===== src/pinio_pkg.sv =====
`timescale 1ns / 1ps
// Shared types, register offsets and helper functions of the pinball I/O register file.
// Depends on nothing; every other file refers to it by scoped names.
package pinio_pkg;

	// Item kinds carried in the mode field.
	localparam logic [2:0] MODE_READ  = 3'd0;
	localparam logic [2:0] MODE_WRITE = 3'd1;
	localparam logic [2:0] MODE_TICK  = 3'd2;
	localparam logic [2:0] MODE_LEVEL = 3'd3;
	localparam logic [2:0] MODE_PRESS = 3'd4;

	// Register offsets from the block base.
	localparam logic [10:0] OFF_DMD_LOW    = 11'h3BE;
	localparam logic [10:0] OFF_DMD_HIGH   = 11'h3BC;
	localparam logic [10:0] OFF_LED        = 11'h3F2;
	localparam logic [10:0] OFF_ROM_BANK   = 11'h3FC;
	localparam logic [10:0] OFF_RAM_UNLOCK = 11'h3FD;
	localparam logic [10:0] OFF_RAM_LOCK   = 11'h3FE;
	localparam logic [10:0] OFF_SHIFT_HI   = 11'h3F4;
	localparam logic [10:0] OFF_SHIFT_LO   = 11'h3F5;
	localparam logic [10:0] OFF_SHIFT_BIT  = 11'h3F6;
	localparam logic [10:0] OFF_LAMP_ROW   = 11'h3E4;
	localparam logic [10:0] OFF_LAMP_STB   = 11'h3E5;
	localparam logic [10:0] OFF_SW_STROBE  = 11'h3EA;
	localparam logic [10:0] OFF_SW_STROBED = 11'h3E9;
	localparam logic [10:0] OFF_JUMPER     = 11'h3E7;
	localparam logic [10:0] OFF_SW_COL0    = 11'h3E8;
	localparam logic [10:0] OFF_SW_ALT_A   = 11'h3D4;
	localparam logic [10:0] OFF_SW_ALT_B   = 11'h3D5;
	localparam logic [10:0] OFF_SW_ALT_C   = 11'h3EF;

	localparam logic [7:0]  JUMPER_RESET   = 8'h55;
	localparam logic [3:0]  SW_COL_HIGH    = 4'd9;
	localparam logic [6:0]  SW_RESET_NUM   = 7'd19;
	localparam logic [7:0]  STB_DIRECT_LO  = 8'h16;
	localparam logic [7:0]  STB_DIRECT_HI  = 8'h1F;
	localparam logic [14:0] TICK_STEP      = 15'd100;
	localparam logic [13:0] RAM_BYTES      = 14'd8192;

	typedef enum logic {
		ST_IDLE,
		ST_EXEC
	} state_t;

	typedef struct packed {
		logic [2:0]  mode;
		logic [10:0] reg_offset;
		logic [7:0]  write_data;
		logic [6:0]  switch_number;
		logic        switch_level;
		logic [14:0] hold_time;
	} item_t;

	typedef struct packed {
		logic [7:0]  read_data;
		logic [7:0]  rom_bank_now;
		logic [13:0] ram_writable_bytes;
		logic [7:0]  dmd_low_page_now;
		logic [7:0]  dmd_high_page_now;
		logic [7:0]  led_now;
		logic        lamp_update;
		logic [2:0]  lamp_column;
		logic [7:0]  lamp_row_data;
	} result_t;

	// Request into the switch matrix memory; rd_en and wr_en are only raised for a column in range.
	typedef struct packed {
		logic       rd_en;
		logic       wr_en;
		logic [3:0] col;
		logic [7:0] wdata;
	} swm_req_t;

	// Index of the highest set bit; zero input gives zero.
	function automatic logic [2:0] top_bit(input logic [7:0] v);
		logic [2:0] idx;
		idx = 3'd0;
		for (int i = 0; i < 8; i++) begin
			if (v[i]) begin
				idx = 3'(i);
			end
		end
		return idx;
	endfunction

	// Column contents right after reset: only the reset switch is closed.
	function automatic logic [7:0] sw_reset_col(input logic [3:0] col);
		logic [7:0] v;
		v = 8'd0;
		if (col == SW_RESET_NUM[6:3]) begin
			v = 8'(1) << SW_RESET_NUM[2:0];
		end
		return v;
	endfunction

	function automatic logic [13:0] writable_bytes(input logic [7:0] unlock,
			input logic [7:0] lock_size);
		logic [13:0] size;
		size = RAM_BYTES;
		if (unlock == 8'd0) begin
			case (lock_size)
				8'h0F:   size = RAM_BYTES - 14'd256;
				8'h07:   size = RAM_BYTES - 14'd1536;
				8'h03:   size = RAM_BYTES - 14'd1024;
				8'h01:   size = RAM_BYTES - 14'd2048;
				8'h00:   size = RAM_BYTES - 14'd4096;
				default: size = RAM_BYTES;
			endcase
		end
		return size;
	endfunction

endpackage


===== src/pinball_io_asic_registers.sv =====
`timescale 1ns / 1ps
// Top level of the pinball I/O register file: control, register bank and result register.
// Depends on pinio_pkg and pinio_swmem.
//
// Usage. Items arrive on the item channel (item_valid, item_stall, item) and each one
// produces exactly one result on the result channel (result_valid, result_stall, result).
// A transfer happens at a rising clock edge where valid is high and stall is low.
// Each item is a bus read, a bus write, a time tick, a switch level change or a timed
// switch press. The jumper value is written through cfg_valid, cfg_ready and cfg_data;
// cfg_ready is always high and writes belong to idle periods.
// Timing: an item is taken in the idle state and starts execution in the cycle after,
// when the switch matrix memory returns the column it needs; the result is registered
// when execution ends. No new item is taken until the last one is committed, because
// of the read-modify-write of the single-ported switch memory.
// The next item is taken while a finished result still waits in the result register.
// Reset: state, result valid and architectural registers clear, the jumper value returns
// to 0x55 and the switch matrix reads as all open except switch 19, through per-column
// valid bits with no clearing pass, so items are taken from the first cycle after reset.
// Receiver stall: a result waits in the output register; an item in execution holds
// until that register frees, and item_stall stays high meanwhile.
module pinball_io_asic_registers #(
	parameter int SWITCH_COLUMNS = 10
) (
	input  logic               clk,
	input  logic               arst_n,
	input  logic               item_valid,
	output logic               item_stall,
	input  pinio_pkg::item_t   item,
	output logic               result_valid,
	input  logic               result_stall,
	output pinio_pkg::result_t result,
	input  logic               cfg_valid,
	output logic               cfg_ready,
	input  logic [7:0]         cfg_data
);
	pinio_pkg::state_t state_q, state_d;

	logic accept, commit, out_free;

	// Architectural registers.
	logic [7:0]  jumper_q, led_q, rom_bank_q, ram_unlock_q, ram_lock_q;
	logic [15:0] shift_addr_q;
	logic [7:0]  shift_bit_q, lamp_strobe_q, sw_strobe_q, dmd_low_q, dmd_high_q;
	logic [6:0]  held_q;
	logic [14:0] hold_q;

	logic [7:0]  led_d, rom_bank_d, ram_unlock_d, ram_lock_d;
	logic [15:0] shift_addr_d;
	logic [7:0]  shift_bit_d, lamp_strobe_d, sw_strobe_d, dmd_low_d, dmd_high_d;
	logic [6:0]  held_d;
	logic [14:0] hold_d;

	// Item in execution and the column that was fetched for it.
	pinio_pkg::item_t item_q;
	logic [3:0]       col_q;
	logic             col_ok_q;

	logic [3:0] col_c, strobe_col;
	logic       col_need, col_ok_c;

	logic [7:0] sw_rdata, sw_wdata, sw_mask, col_rd;
	logic       sw_we;

	pinio_pkg::result_t result_d, result_q;
	logic               result_valid_q;
	pinio_pkg::swm_req_t swm_req;

	assign cfg_ready = 1'b1;
	assign out_free  = !result_valid_q || !result_stall;

	// Next state.
	always_comb begin
		state_d = state_q;
		case (state_q)
			pinio_pkg::ST_IDLE: begin
				if (item_valid) begin
					state_d = pinio_pkg::ST_EXEC;
				end
			end
			pinio_pkg::ST_EXEC: begin
				if (out_free) begin
					state_d = pinio_pkg::ST_IDLE;
				end
			end
			default: state_d = pinio_pkg::ST_IDLE;
		endcase
	end

	// Control outputs.
	always_comb begin
		item_stall = 1'b1;
		accept     = 1'b0;
		commit     = 1'b0;
		case (state_q)
			pinio_pkg::ST_IDLE: begin
				item_stall = 1'b0;
				accept     = item_valid;
			end
			pinio_pkg::ST_EXEC: begin
				commit = out_free;
			end
			default: begin
				item_stall = 1'b1;
			end
		endcase
	end

	// Column strobe decode: the direct range selects a column by value, otherwise the
	// highest set bit plus one, and a zero strobe selects column 0.
	always_comb begin
		if (sw_strobe_q inside {[pinio_pkg::STB_DIRECT_LO:pinio_pkg::STB_DIRECT_HI]}) begin
			strobe_col = 4'(sw_strobe_q - pinio_pkg::STB_DIRECT_LO + 8'd1);
		end else if (sw_strobe_q == 8'd0) begin
			strobe_col = 4'd0;
		end else begin
			strobe_col = {1'b0, pinio_pkg::top_bit(sw_strobe_q)} + 4'd1;
		end
	end

	// Which switch column the incoming item needs.
	always_comb begin
		col_c    = 4'd0;
		col_need = 1'b0;
		case (item.mode)
			pinio_pkg::MODE_READ: begin
				case (item.reg_offset)
					pinio_pkg::OFF_SW_STROBED: begin
						col_c    = strobe_col;
						col_need = 1'b1;
					end
					pinio_pkg::OFF_SW_COL0: begin
						col_c    = 4'd0;
						col_need = 1'b1;
					end
					pinio_pkg::OFF_SW_ALT_A, pinio_pkg::OFF_SW_ALT_B,
					pinio_pkg::OFF_SW_ALT_C: begin
						col_c    = pinio_pkg::SW_COL_HIGH;
						col_need = 1'b1;
					end
					default: col_need = 1'b0;
				endcase
			end
			pinio_pkg::MODE_TICK: begin
				col_c    = held_q[6:3];
				col_need = (hold_q != 15'd0);
			end
			pinio_pkg::MODE_LEVEL, pinio_pkg::MODE_PRESS: begin
				col_c    = item.switch_number[6:3];
				col_need = 1'b1;
			end
			default: col_need = 1'b0;
		endcase
		col_ok_c = col_need && ({1'b0, col_c} < 5'(SWITCH_COLUMNS));
	end

	// Reads and writes of the memory never share a cycle: reads go out at accept in
	// idle, write-back at commit in execute, so a read always sees the last write.
	always_comb begin
		swm_req.rd_en = accept && col_ok_c;
		swm_req.wr_en = commit && sw_we;
		swm_req.col   = commit ? col_q : col_c;
		swm_req.wdata = sw_wdata;
	end

	pinio_swmem #(
		.SWITCH_COLUMNS(SWITCH_COLUMNS)
	) u_swmem (
		.clk    (clk),
		.arst_n (arst_n),
		.req    (swm_req),
		.rdata  (sw_rdata)
	);

	assign col_rd = col_ok_q ? sw_rdata : 8'd0;

	// Execute: decode the held item against the registers and the fetched column.
	always_comb begin
		led_d         = led_q;
		rom_bank_d    = rom_bank_q;
		ram_unlock_d  = ram_unlock_q;
		ram_lock_d    = ram_lock_q;
		shift_addr_d  = shift_addr_q;
		shift_bit_d   = shift_bit_q;
		lamp_strobe_d = lamp_strobe_q;
		sw_strobe_d   = sw_strobe_q;
		dmd_low_d     = dmd_low_q;
		dmd_high_d    = dmd_high_q;
		held_d        = held_q;
		hold_d        = hold_q;
		sw_we         = 1'b0;
		sw_wdata      = sw_rdata;
		sw_mask       = 8'(1) << item_q.switch_number[2:0];
		result_d      = '0;

		case (item_q.mode)
			pinio_pkg::MODE_READ: begin
				case (item_q.reg_offset)
					pinio_pkg::OFF_LED:        result_d.read_data = led_q;
					pinio_pkg::OFF_ROM_BANK:   result_d.read_data = rom_bank_q;
					pinio_pkg::OFF_SHIFT_HI:   result_d.read_data = shift_addr_q[15:8];
					pinio_pkg::OFF_SHIFT_LO:
						result_d.read_data = shift_addr_q[7:0] + {3'd0, shift_bit_q[7:3]};
					pinio_pkg::OFF_SHIFT_BIT:
						result_d.read_data = 8'(1) << shift_bit_q[2:0];
					pinio_pkg::OFF_JUMPER:     result_d.read_data = jumper_q;
					pinio_pkg::OFF_SW_STROBED, pinio_pkg::OFF_SW_COL0,
					pinio_pkg::OFF_SW_ALT_A, pinio_pkg::OFF_SW_ALT_B,
					pinio_pkg::OFF_SW_ALT_C:   result_d.read_data = col_rd;
					default:                   result_d.read_data = 8'd0;
				endcase
			end
			pinio_pkg::MODE_WRITE: begin
				case (item_q.reg_offset)
					pinio_pkg::OFF_DMD_LOW:    dmd_low_d    = item_q.write_data;
					pinio_pkg::OFF_DMD_HIGH:   dmd_high_d   = item_q.write_data;
					pinio_pkg::OFF_LED:        led_d        = item_q.write_data;
					pinio_pkg::OFF_ROM_BANK:   rom_bank_d   = item_q.write_data;
					pinio_pkg::OFF_RAM_UNLOCK: ram_unlock_d = item_q.write_data;
					pinio_pkg::OFF_RAM_LOCK:   ram_lock_d   = item_q.write_data;
					pinio_pkg::OFF_SHIFT_HI:   shift_addr_d[15:8] = item_q.write_data;
					pinio_pkg::OFF_SHIFT_LO:   shift_addr_d[7:0]  = item_q.write_data;
					pinio_pkg::OFF_SHIFT_BIT:  shift_bit_d  = item_q.write_data;
					pinio_pkg::OFF_LAMP_ROW: begin
						// A zero strobe selects no column, so the write is dropped.
						if (lamp_strobe_q != 8'd0) begin
							result_d.lamp_update   = 1'b1;
							result_d.lamp_column   = pinio_pkg::top_bit(lamp_strobe_q);
							result_d.lamp_row_data = item_q.write_data;
						end
					end
					pinio_pkg::OFF_LAMP_STB:   lamp_strobe_d = item_q.write_data;
					pinio_pkg::OFF_SW_STROBE:  sw_strobe_d   = item_q.write_data;
					default:                   led_d         = led_q;
				endcase
			end
			pinio_pkg::MODE_TICK: begin
				if (hold_q != 15'd0) begin
					if (hold_q <= pinio_pkg::TICK_STEP) begin
						hold_d   = 15'd0;
						sw_we    = col_ok_q;
						sw_wdata = sw_rdata & ~(8'(1) << held_q[2:0]);
					end else begin
						hold_d = hold_q - pinio_pkg::TICK_STEP;
					end
				end
			end
			pinio_pkg::MODE_LEVEL: begin
				sw_we    = col_ok_q;
				sw_wdata = item_q.switch_level ? (sw_rdata | sw_mask) : (sw_rdata & ~sw_mask);
			end
			pinio_pkg::MODE_PRESS: begin
				sw_we    = col_ok_q;
				sw_wdata = sw_rdata | sw_mask;
				held_d   = item_q.switch_number;
				hold_d   = item_q.hold_time;
			end
			default: sw_we = 1'b0;
		endcase

		result_d.rom_bank_now       = rom_bank_d;
		result_d.ram_writable_bytes = pinio_pkg::writable_bytes(ram_unlock_d, ram_lock_d);
		result_d.dmd_low_page_now   = dmd_low_d;
		result_d.dmd_high_page_now  = dmd_high_d;
		result_d.led_now            = led_d;
	end

	always_ff @(posedge clk or negedge arst_n) begin
		if (!arst_n) begin
			state_q        <= pinio_pkg::ST_IDLE;
			result_valid_q <= 1'b0;
			jumper_q       <= pinio_pkg::JUMPER_RESET;
			led_q          <= 8'd0;
			rom_bank_q     <= 8'd0;
			ram_unlock_q   <= 8'd0;
			ram_lock_q     <= 8'd0;
			shift_addr_q   <= 16'd0;
			shift_bit_q    <= 8'd0;
			lamp_strobe_q  <= 8'd0;
			sw_strobe_q    <= 8'd0;
			dmd_low_q      <= 8'd0;
			dmd_high_q     <= 8'd0;
			held_q         <= 7'd0;
			hold_q         <= 15'd0;
		end else begin
			state_q <= state_d;
			if (cfg_valid && cfg_ready) begin
				jumper_q <= cfg_data;
			end
			if (commit) begin
				result_valid_q <= 1'b1;
				led_q          <= led_d;
				rom_bank_q     <= rom_bank_d;
				ram_unlock_q   <= ram_unlock_d;
				ram_lock_q     <= ram_lock_d;
				shift_addr_q   <= shift_addr_d;
				shift_bit_q    <= shift_bit_d;
				lamp_strobe_q  <= lamp_strobe_d;
				sw_strobe_q    <= sw_strobe_d;
				dmd_low_q      <= dmd_low_d;
				dmd_high_q     <= dmd_high_d;
				held_q         <= held_d;
				hold_q         <= hold_d;
			end else if (!result_stall) begin
				result_valid_q <= 1'b0;
			end
		end
	end

	// Payload registers.
	always_ff @(posedge clk) begin
		if (accept) begin
			item_q   <= item;
			col_q    <= col_c;
			col_ok_q <= col_ok_c;
		end
		if (commit) begin
			result_q <= result_d;
		end
	end

	assign result_valid = result_valid_q;
	assign result       = result_q;

	a_mem_no_overlap: assert property (@(posedge clk) disable iff (!arst_n)
		swm_req.wr_en |-> !swm_req.rd_en)
		else $error("switch memory read and write in the same cycle");

	a_accept_to_exec: assert property (@(posedge clk) disable iff (!arst_n)
		accept |=> (state_q == pinio_pkg::ST_EXEC))
		else $error("accepted item did not enter execution");

	a_result_from_exec: assert property (@(posedge clk) disable iff (!arst_n)
		$rose(result_valid_q) |-> $past(state_q == pinio_pkg::ST_EXEC))
		else $error("result appeared without an executed item");

	a_lamp_idle_zero: assert property (@(posedge clk) disable iff (!arst_n)
		(result_valid_q && !result_q.lamp_update) |->
		(result_q.lamp_column == 3'd0 && result_q.lamp_row_data == 8'd0))
		else $error("lamp fields set without a lamp update");

endmodule


===== src/pinio_swmem.sv =====
`timescale 1ns / 1ps
// Switch matrix memory: one byte per column, registered read, per-column valid bits.
// Depends on pinio_pkg for the request struct and the reset column contents.
module pinio_swmem #(
	parameter int SWITCH_COLUMNS = 10
) (
	input  logic               clk,
	input  logic               arst_n,
	input  pinio_pkg::swm_req_t req,
	output logic [7:0]         rdata
);
	localparam int AW = (SWITCH_COLUMNS > 1) ? $clog2(SWITCH_COLUMNS) : 1;

	logic [7:0]                mem [SWITCH_COLUMNS];
	logic [SWITCH_COLUMNS-1:0] valid_q;
	logic [7:0]                rd_q;
	logic                      rd_valid_q;
	logic [3:0]                rd_col_q;
	logic [AW-1:0]             addr;

	assign addr = req.col[AW-1:0];

	always_ff @(posedge clk) begin
		if (req.wr_en) begin
			mem[addr] <= req.wdata;
		end
		if (req.rd_en) begin
			rd_q     <= mem[addr];
			rd_col_q <= req.col;
		end
	end

	// A column that was never written reads as its reset contents.
	always_ff @(posedge clk or negedge arst_n) begin
		if (!arst_n) begin
			valid_q    <= '0;
			rd_valid_q <= 1'b0;
		end else begin
			if (req.wr_en) begin
				valid_q[addr] <= 1'b1;
			end
			if (req.rd_en) begin
				rd_valid_q <= valid_q[addr];
			end
		end
	end

	assign rdata = rd_valid_q ? rd_q : pinio_pkg::sw_reset_col(rd_col_q);

endmodule

===== config.mk =====
export PLATFORM = sky130hd
export DESIGN_NAME = pinball_io_asic_registers
export DESIGN_NICKNAME = d
export VERILOG_FILES = /design/src/pinio_pkg.sv /design/src/pinball_io_asic_registers.sv /design/src/pinio_swmem.sv
export SDC_FILE = /design/constraint.sdc
export NUM_CORES = 1
export LEC_CHECK = 0
export BUFFER_PORTS_ARGS = -buffer_cell sky130_fd_sc_hd__buf_4
export CORE_ASPECT_RATIO = 0.8
export CORE_UTILIZATION = 50
export CTS_CLUSTER_DIAMETER = 30
export DETAILED_ROUTE_END_ITERATION = 12
export GPL_TIMING_DRIVEN = 0
export PLACE_DENSITY = 0.69
export SLEW_MARGIN = 5
export SYNTH_ARGS = -nofsm -noshare
export SYNTH_HDL_FRONTEND = slang
export SYNTH_SLANG_ARGS = --single-unit
export TNS_END_PERCENT = 30

===== constraint.sdc =====
create_clock -name clk -period 6 [get_ports clk]
set_input_delay 1.2 -clock clk [delete_from_list [all_inputs] [get_ports clk]]
set_output_delay 1.2 -clock clk [all_outputs]
set_load 0.05 [all_outputs]

# == Yosys cells after proc, flatten, opt, wreduce, memory -nomap -nowiden ==
# Memories as Yosys holds them, arrays and structs flattened. A register that Yosys moved wholly into a read port is not among the register bits.
# Cells that the tools add are included.
# word_totals
register_bits,251
ramBits,80
input_bits,58
output_inout_bits,69
n_memories,1
# op_classes
addsub,5
n_lt_le_gt_ge,6
n_eq_ne,37
shifts,3
n_mux,65
bitwise_logic,7
n_reduce_logical,30
# memory_table
name,depth,word_bits,read_ports,rd_clocked_by_memory_dff,wr,line_no,rtl
u_swmem.mem,10,8,1,1,1,pinio_swmem.sv:14,logic [7:0] mem [SWITCH_COLUMNS];
# op_table
cell,n
"== test 11 x 10 -> 1 bit, second input constant",23
2-to-1 mux 8 bit,17
one-hot mux 14 bit (5 select lines),1
one-hot mux 8 bit (7 select lines),1
2-to-1 mux 3 bit,14
2-to-1 mux 15 bit,2
one-hot mux 15 bit (2 select lines),1
zero test 8 bit,3
one-hot mux 8 bit (3 select lines),1
"left shift 1 x 3 -> 8 bit, first input constant",3
AND reduction 3 bit,7
AND 8 bit,2
2-to-1 mux 1 bit,16
2-to-1 mux 4 bit,4
inverter 8 bit,2
"<= comparator 15 x 7 -> 1 bit, second input constant",1
nonzero test 15 bit,1
"subtractor 15 x 7 -> 15 bit, second input constant",1
"== test 3 x 2 -> 1 bit, second input constant",4
2-to-1 mux 12 bit,1
one-hot mux 4 bit (3 select lines),1
OR 10 bit,1
OR reduction 5 bit,2
adder 8 x 5 -> 8 bit,1
33 further kinds,43

# == Logic depth before layout (Yosys ltp) ==
# Gate-level depths: netlist of the first run.
# logic_depth
word_depth,20
ltp_mapped,13
depth_no_buf,11

# == By module ==
# Synthesis of the first run repeated with hierarchy kept, for this count alone.
# unflattened
hier_cells,1059
hier_area_um2,14761.7
# modules_own_cells
mod,n_inst,cells_each,area_per_inst_um2
pinball_io_asic_registers,1,877,10770.3
pinio_swmem,1,182,3991.3

# == Least setup slack after synthesis of the first run ==
# Ideal clock, no wire load.
# synth_timing
path_type,input -> register
startpoint,input item_valid
endpoint,register u_swmem.rd_valid_q
setup_ps,130
arrival_ps,5018
slack_ps,852
cell_stages,4
path_cell_list,nor2b_1 nor3b_1 o41a_1 a31oi_1
# synth_lines
item,line_no,rtl
start: declaration,pinball_io_asic_registers.sv:26,"input logic item_valid,"
end signal: assignment,pinio_swmem.sv:43,rd_valid_q <= valid_q[addr];
end: declaration,pinio_swmem.sv:17,logic rd_valid_q;

# == Worst setup path after layout of the first run ==
# layout_timing
startpoint,input item[42] (netlist name)
endpoint,memory u_swmem.mem[9][1] (enable)
# layout_via
elab_chain_cells,4
elab_cells_between_ends,7
classes_between,3 x eq/ne; 2 x mux; 2 x reduce/logical
# layout_rtl
item,line_no,rtl
start: declaration,pinball_io_asic_registers.sv:28,"input pinio_pkg::item_t item,"
== test 3 x 2 -> 1 bit or == test 3 bit (tied branches),pinball_io_asic_registers.sv:124,case (item.mode)
OR reduction 2 bit,pinball_io_asic_registers.sv:124,
one-hot mux 4 bit (3 select lines) (*),pinball_io_asic_registers.sv:124,
2-to-1 mux 4 bit (*),pinball_io_asic_registers.sv:161,swm_req.col = commit ? col_q : col_c;
end: declaration,pinio_swmem.sv:14,
# Every way passes the cells marked *; elsewhere a longest branch is shown, timed or not.

==> summary.txt, run 1 <==
Status
  – Status: finished, final reports clean

Setup path
  – Reg2reg setup slack: 2.00 ns
  – Arr. time, crit path: 4.27 ns
  – Critical Path RT: 6.18 ns
  – Setup crit start kind: input pin
  – CP startpoint: item[42]
  – Worst Setup End Kind: flop
  – Reg2reg end: u_swmem.mem[9][1]
  – R2R depth: 11
  – Critical-path maximum fanout: 10
  – Setup CP Type: input pin to flop
  – Reg2reg start: sw_strobe_q[3]

Routing
  – WL/cell: 19.7 µm
  – DRC: 0
  – Drt initial violations: 737
  – Vias: 10300
  – 1st-pass router iterations: 8
  – Post-route ant nets: 0
  – Drt total wl: 35.4 mm
  – DR vias/cell: 5.74

Floorplan
  – I/O pin count: 127
  – Die Ht: 156 µm
  – Core ar.: 28700 µm²
  – Row count: 55
  – Chip Width: 194 µm
  – Starting Density: 51.5%
  – Die area: 30300 µm²

Final layout
  – Ant. Diodes: 0
  – Area grow syn2layout: 23.0%
  – Final Instance Area: 18200 µm²
  – Final Non-Filler Cells: 1794
  – Share of layout cells above drive strength 1: 25.4%
  – Final design utilization: 63.4%
  – Fill cell count: 2206
  – Fin nets: 1448

Synth
  – Yosys reg bits: 331
  – Largest family of logic cells by synthesized area: simple AND/OR/NAND/NOR gates
  – Largest cells by area after synthesis: edfxtp_1, dfrtp_1, mux2_2
  – Post-synthesis adder-cell area fraction: 1.07%
  – EDFF count, synth: 200
  – Synth Area in XOR/XNOR: 0.415%
  – Post-synth top area share: 40.6%
  – Top cells by count, synth: edfxtp_1, nand2_1, dfrtp_1
  – Synth Warn #: 0
  – Area leader, netlist: edfxtp_1
  – Mux cell area share after synthesis: 10.7%
  – Synth Cell Area: 14800 µm²
  – Synth Area per Inst: 12.4 µm²
  – Simple-Gate Fraction of Synth Area: 12.9%
  – Asr flop ratio synth: 39.6%
  – Most used flip-flop cell after synthesis: edfxtp_1
  – Sequential area share after synthesis: 62.8%
  – Synth Instances: 1191
  – Most frequent cell after synthesis: edfxtp_1
  – Synth Area in Compound Gates: 9.23%
  – Post-synth cell types: 84

Global route
  – Initial antenna violation count: 0
  – Number of global-route vias before repair: 9904
  – GRT Overall Usage: 23.7%
  – First-pass GRT wire length: 55.7 mm
  – Total congestion overflow: 0
  – Pin count of the biggest net entering global routing: 91

Clocking
  – Clk_lat worst skew: 0.56 ns
  – Clk pin slew, worst setup/hold paths: 0.05 ns
  – CTS tree: done
  – Setup bufs post-CTS: 0
  – Post-cts resize count: 0
  – Clock buffer depth: 3
  – CTS sink count: 331
  – Htree depth: 2
  – Post-cts hold buffer count: 0
  – TritonCTS buffer count: 56
  – Root Buffer: clkbuf_16

Run
  – Maximum Capacitance Violations: 0

Power and ir drop
  – P per Cell Area: 459 nW/µm²
  – Worst vdd ir: 279 µV
  – Total power: 8.35 mW
  – Pleak: 7.55 nW

STA
  – Final Hold Vio Count: 0
  – Slew Limit Headroom: 9.96%
  – Period utilization: 68.3%
  – Final worst path period need: 4.10 ns
  – Final TNS setup: 0 ns
  – Slew @ Worst Pin: 1.34 ns
  – Fmax: 0.244 GHz
  – Final Setup Violations: 0
  – RSZ-0062 raised after global routing: false
  – Clock Skews: 0.0238 ns
  – Pins over their slew limit: 0

Place
  – DP HPWL: 23.8 mm
  – Area of placed instances: 16300 µm²
  – Placed Cells: 1690
  – Placer Congestion: 0.873
  – Port-buffer cells: 116

Worst hold path
  – Hold Path Sink: u_swmem.valid_q[7]
  – Hold path start: u_swmem.valid_q[7]
  – Hold crit path type: flop to flop
  – Hold Crit Depth: 1
through the flow:
| step | hold WS (ns) | setup slack (ns) |
|---|---|---|
| after global routing | 0.473 | 1.61 |
| after CTS | 0.467 | 1.96 |
| after detailed placement | 0.454 | 1.40 |
| final | 0.462 | 1.90 |
| after global placement | 0.451 | -0.797 |
| after floorplan | 0.435 | 0.852 |
kinds of logic after synthesis:
group	after synthesis
AOI/OAI and AO/OA	205
and+or+nand+nor	397
adders and majority gates	12
other	2
buffers and inverters	92
muxes	145
DFF	331
xor gates and xnor gates	7
report_power, final:
group	switching [mW]	internal (mW)
Clock	1.07	2.12
Sequential	0.174	2.88
Combinational	1.48	0.628
Total	2.73	5.62
layout make-up:
class | instances | area [µm²] | area share (%)
clock inverters | 32 | 395 | 2.17
multi-input cells | 775 | 5140 | 28.2
clock buffers | 72 | 1510 | 8.32
repair buffers | 122 | 972 | 5.35
well taps | 370 | 463 | 2.55
flip-flops and latches | 331 | 9290 | 51.1
inverters | 25 | 95.1 | 0.523
plain buffers | 67 | 324 | 1.78
worst max path at each step:
| stage | endpoint | slack, ns |
|---|---|---|
| floorplan | u_swmem.rd_valid_q | 0.85 |
| global placement | u_swmem.rd_valid_q | -0.80 |
| detailed placement | u_swmem.mem[9][2] | 1.40 |
| CTS | u_swmem.mem[9][1] | 1.96 |
| global route | u_swmem.mem[9][1] | 1.61 |
| finish | u_swmem.mem[9][1] | 1.90 |
cell usage in the layout, fill, tap and decap left out, types with 13 or more instances in the layout:
cell,netlist,routed
nand2_1,174,174
mux2_2,94,94
nor3_1,24,23
o21ai_0,61,58
edfxtp_1,200,200
buf_4,12,130
inv_1,23,23
dfrtp_1,127,127
nand2b_1,13,13
clkbuf_16,0,57
a21oi_1,44,44
a22oi_1,14,14
nor2_1,70,70
mux2i_1,48,48
clkbuf_1,42,53
nand3_1,27,27
registers in the layout, summed over array words and instances, names as in the netlist:
register / cells
u_swmem.mem: 80
result: 58
item_q: 45
shift_addr_q: 16
hold_q: 15
u_swmem.valid_q: 10
dmd_high_q: 8
dmd_low_q: 8
jumper_q: 8
lamp_strobe_q: 8
led_q: 8
ram_lock_q: 8
ram_unlock_q: 8
rom_bank_q: 8
shift_bit_q: 8
sw_strobe_q: 8
u_swmem.rd_q: 8
held_q: 7
col_q: 4
u_swmem.rd_col_q: 4
col_ok_q: 1
result_valid: 1
state_q: 1
u_swmem.rd_valid_q: 1
critical path: stages:
cell,delay [ns]
buf_4,0.10
buf_2,0.23
mux2i_1,0.21
a2bb2oi_1,0.29
o21ai_0,0.15
a31oi_2,0.36
buf_6,0.22
buf_2,0.26
nand4_1,0.31
nor3_1,0.93
metal layers:
metal | part of all wire (%) | track usage, % | up-vias
met3 | 6.6 | 4.47 | 64
met1 | 46 | 33.7 | 5045
met2 | 46 | 37.6 | 404
li1 | - | - | 4785
met4 | 1.7 | 5.97 | 0
met5 | 0 | 0 | -
Note: power is estimated with default switching activity, not from simulation.
==> run 2: changes to the inputs <==
- ABC_AREA: default -> 1
- PLACE_DENSITY: 0.69 -> 0.71
- clock period: 6 -> 3.3 ns (I/O delays scaled with it)
==> summary.txt, run 2 <==
Routing
  – Post-route ant nets: 0 (unchanged)
  – Top sig layer: met4 (unchanged)
  – WL/cell: 18.4 µm (was 19.7 µm)
  – Routed length on met1: 17.3 mm (was 16.2 mm)
  – Drt total wl: 38.1 mm (was 35.4 mm)
  – DRC: 0 (unchanged)
  – Vias: 11400 (was 10300)
  – DR vias/cell: 5.52 (was 5.74)
  – Met3 WL: 3.44 mm (was 2.34 mm)
  – Drt initial violations: 1070 (was 737)
  – Wire length on met2: 16.7 mm (was 16.2 mm)
  – 1st-pass router iterations: 5 (was 8)

Global route
  – Total congestion overflow: 0 (unchanged)
  – Number of global-route vias before repair: 10800 (was 9904)
  – GRT Overall Usage: 25.3% (was 23.7%)
  – Pin count of the biggest net entering global routing: 68 (was 91)
  – First-pass GRT wire length: 59.6 mm (was 55.7 mm)
  – Initial antenna violation count: 0 (unchanged)

STA
  – Slew Limit Headroom: 33.5% (was 9.96%)
  – Pins over their slew limit: 0 (unchanged)
  – Final worst path period need: 3.13 ns
  – Final Hold Vio Count: 0 (unchanged)
  – Final Setup Violations: 0 (unchanged)
  – Fmax: 0.319 GHz
  – RSZ-0062 raised after global routing: true (was false)
  – Period utilization: 94.9%
  – Slew @ Worst Pin: 0.993 ns (was 1.34 ns)
  – Clock Skews: 0.0211 ns (was 0.0238 ns)
  – Final TNS setup: 0 ns (unchanged)

Synth
  – Synth Area per Inst: 10.2 µm² (was 12.4 µm²)
  – Synth Warn #: 0 (unchanged)
  – Synth Instances: 1468 (was 1191)
  – Post-synth cell types: 61 (was 84)
  – Most used flip-flop cell after synthesis: edfxtp_1 (unchanged)
  – Post-synth top area share: 40.1% (was 40.6%)
  – Sequential area share after synthesis: 62.0% (was 62.8%)
  – Most frequent cell after synthesis: nand2_1 (was edfxtp_1)
  – Yosys reg bits: 331 (unchanged)
  – Synth Cell Area: 15000 µm² (was 14800 µm²)
  – EDFF count, synth: 200 (unchanged)
  – Top cells by count, synth: nand2_1, edfxtp_1, o21ai_0 (was edfxtp_1, nand2_1, dfrtp_1)
  – Largest cells by area after synthesis: edfxtp_1, dfrtp_1, nand2_1 (was edfxtp_1, dfrtp_1, mux2_2)
  – Asr flop ratio synth: 39.6% (unchanged)
  – Area leader, netlist: edfxtp_1 (unchanged)

Floorplan
  – Row count: 56 (was 55)
  – Die area: 30600 µm² (was 30300 µm²)
  – Chip Width: 195 µm (was 194 µm)
  – Die Ht: 157 µm (was 156 µm)
  – Core ar.: 29400 µm² (was 28700 µm²)
  – Starting Density: 51.0% (was 51.5%)
  – I/O pin count: 127 (unchanged)

Worst hold path
  – Hold crit path type: input pin to asynchronous set/reset pin (was flop to flop)

Clocking
  – Clk_lat worst skew: 0.58 ns (was 0.56 ns)
  – Clk pin slew, worst setup/hold paths: 0.05 ns (about the same)
  – CTS tree: done (unchanged)
  – Setup bufs post-CTS: 0 (unchanged)
  – TritonCTS buffer count: 53 (was 56)
  – CTS sink count: 331 (unchanged)
  – Root Buffer: clkbuf_16 (unchanged)
  – Htree depth: 2 (unchanged)
  – Clock buffer depth: 3 (unchanged)

Final layout
  – Fin nets: 1719 (was 1448)
  – Most flop-heavy register: u_swmem.mem (unchanged)
  – Commonest non-fill, non-tap cell in the layout: nand2_1 (was edfxtp_1)
  – Share of layout cells above drive strength 1: 18.5% (was 25.4%)
  – Ant. Diodes: 0 (unchanged)
  – Max reg flops: 80 (unchanged)
  – Most frequent cells in the layout: nand2_1, edfxtp_1, inv_1, o21ai_0, buf_4 (was edfxtp_1, nand2_1, buf_4, dfrtp_1, mux2_2)
  – Area grow syn2layout: 21.5% (was 23.0%)

Place
  – Placer Congestion: 0.898 (was 0.873)
  – Port-buffer cells: 117 (was 116)
  – DP HPWL: 26.2 mm (was 23.8 mm)

Setup path
  – Worst Setup End Kind: flop (unchanged)
  – Reg2reg start: sw_strobe_q[3] (unchanged)
  – Reg2reg setup slack: 0.17 ns (was 2.00 ns)
  – R2R depth: 13 (was 11)
  – CP max stage cell: nor2_1 (was nor3_1)
  – Critical-path maximum fanout: 10 (unchanged)
  – Slowest stage delay, CP: 0.65 ns (was 0.93 ns)
  – Arr. time, crit path: 3.34 ns (was 4.27 ns)
  – Setup crit start kind: flop (was input pin)
  – Critical Path RT: 3.51 ns (was 6.18 ns)
  – Reg2reg end: u_swmem.mem[6][2] (was u_swmem.mem[9][1])
  – Setup CP Type: flop to flop (was input pin to flop)
  – CP cell instances: nor2_1 -> o21ai_0 -> nand2_1 -> nand2_1 -> ha_1 -> o21bai_1 -> nand3_1 -> nand4_1 -> a31oi_4 -> and2_1 -> buf_4 -> nand2_4 -> nor2_1 (was buf_4 -> buf_2 -> mux2i_1 -> a2bb2oi_1 -> o21ai_0 -> a31oi_2 -> buf_6 -> buf_2 -> nand4_1 -> nor3_1)

Power and ir drop
  – Worst vdd ir: 464 µV (was 279 µV)
  – Pleak: 7.80 nW (was 7.55 nW)
  – Total power: 15.7 mW (was 8.35 mW)
  – P per Cell Area: 862 nW/µm² (was 459 nW/µm²)

Run
  – Maximum Capacitance Violations: 0 (unchanged)

Status
  – Status: finished, final reports clean (unchanged)
==> run 2: worst max-delay path by stage <==
stage                    from             endpoint  slack, ns  depth (start not counted)
2_1_floorplan      item_valid  u_swmem.rd_col_q[0]       0.37                          4
3_3_place_gp       item_valid      u_swmem.rd_q[3]      -0.71                          5
3_5_place_dp     result_stall    u_swmem.mem[4][4]      -0.25                          9
4_1_cts        sw_strobe_q[0]    u_swmem.mem[4][2]       0.04                         13
5_1_grt        sw_strobe_q[3]    u_swmem.mem[2][7]      -0.03                         14
6_report       sw_strobe_q[3]    u_swmem.mem[6][2]       0.17                         13
==> run 2: per-layer routing <==
metal / vias to the layer above / global-route usage, %
met5: - / 0
met4: 0 / 7.31
met3: 55 / 5.19
met2: 493 / 38.0
met1: 5487 / 37.1
li1: 5392 / -
==> run 2: power breakdown <==
| group | switching, mW | total (mW) | internal (mW) | leakage, nW |
|---|---|---|---|---|
| registers | 0.354 | 5.73 | 5.37 | 3.62 |
| logic | 3.34 | 4.56 | 1.22 | 3.33 |
| clock network | 2.08 | 5.39 | 3.32 | 0.855 |
==> run 2: cell families after synthesis <==
group	synth area share (%)
adders and majority gates	1.05
other	0.0502
xor gates and xnor gates	0.527
DFF	62.0
and+or+nand+nor	19.4
muxes	1.76
AOI/OAI and AO/OA	9.47
buffers and inverters	5.69
==> run 2: cell type report <==
class                           count  area [µm²]
Fill cell                        2331       11200
Sequential cell                   331        9290
Multi-Input combinational cell    942        4870
Clock buffer                       65        1390
Timing Repair Buffer              119         930
Inverter                          151         569
Tap cell                          377         472
Clock inverter                     35         383
Buffer                             51         287
==> run 2: metrics by stage <==
| step | instance area [µm²] | utilization [%] | std cells | hold slack [ns] | worst slack [ns] |
|---|---|---|---|---|---|
| floorplan | 15000 | - | 1475 | 0.364 | 0.375 |
| global placement | 16400 | 55.7 | 1969 | 0.447 | -0.712 |
| detailed placement | 16400 | 55.9 | 1971 | 0.453 | -0.248 |
| CTS | 18200 | 61.9 | 2071 | 0.0956 | 0.0444 |
| global route | 18200 | 62.0 | 2071 | 0.124 | -0.0313 |
| finish | 18200 | 62.0 | 2071 | 0.0847 | 0.167 |
==> run 2: worst max-delay path, delay by kind of cell (launching register included) <==
kind,cells,cell delay [ns]
and+or+nand+nor,8,1.42
buffers and inverters,1,0.19
AOI/OAI and AO/OA,3,0.52
DFF,1,0.42
adders and majority gates,1,0.20
==> run 2: repair_timing <==
| item | 4_1_cts | 5_1_grt |
|---|---|---|
| hold endpoints to repair | 0 | 0 |
| setup endpoints to repair | 0 | 41 |
| hold buffers | 0 | 0 |
| resized for setup | 0 | 3 |
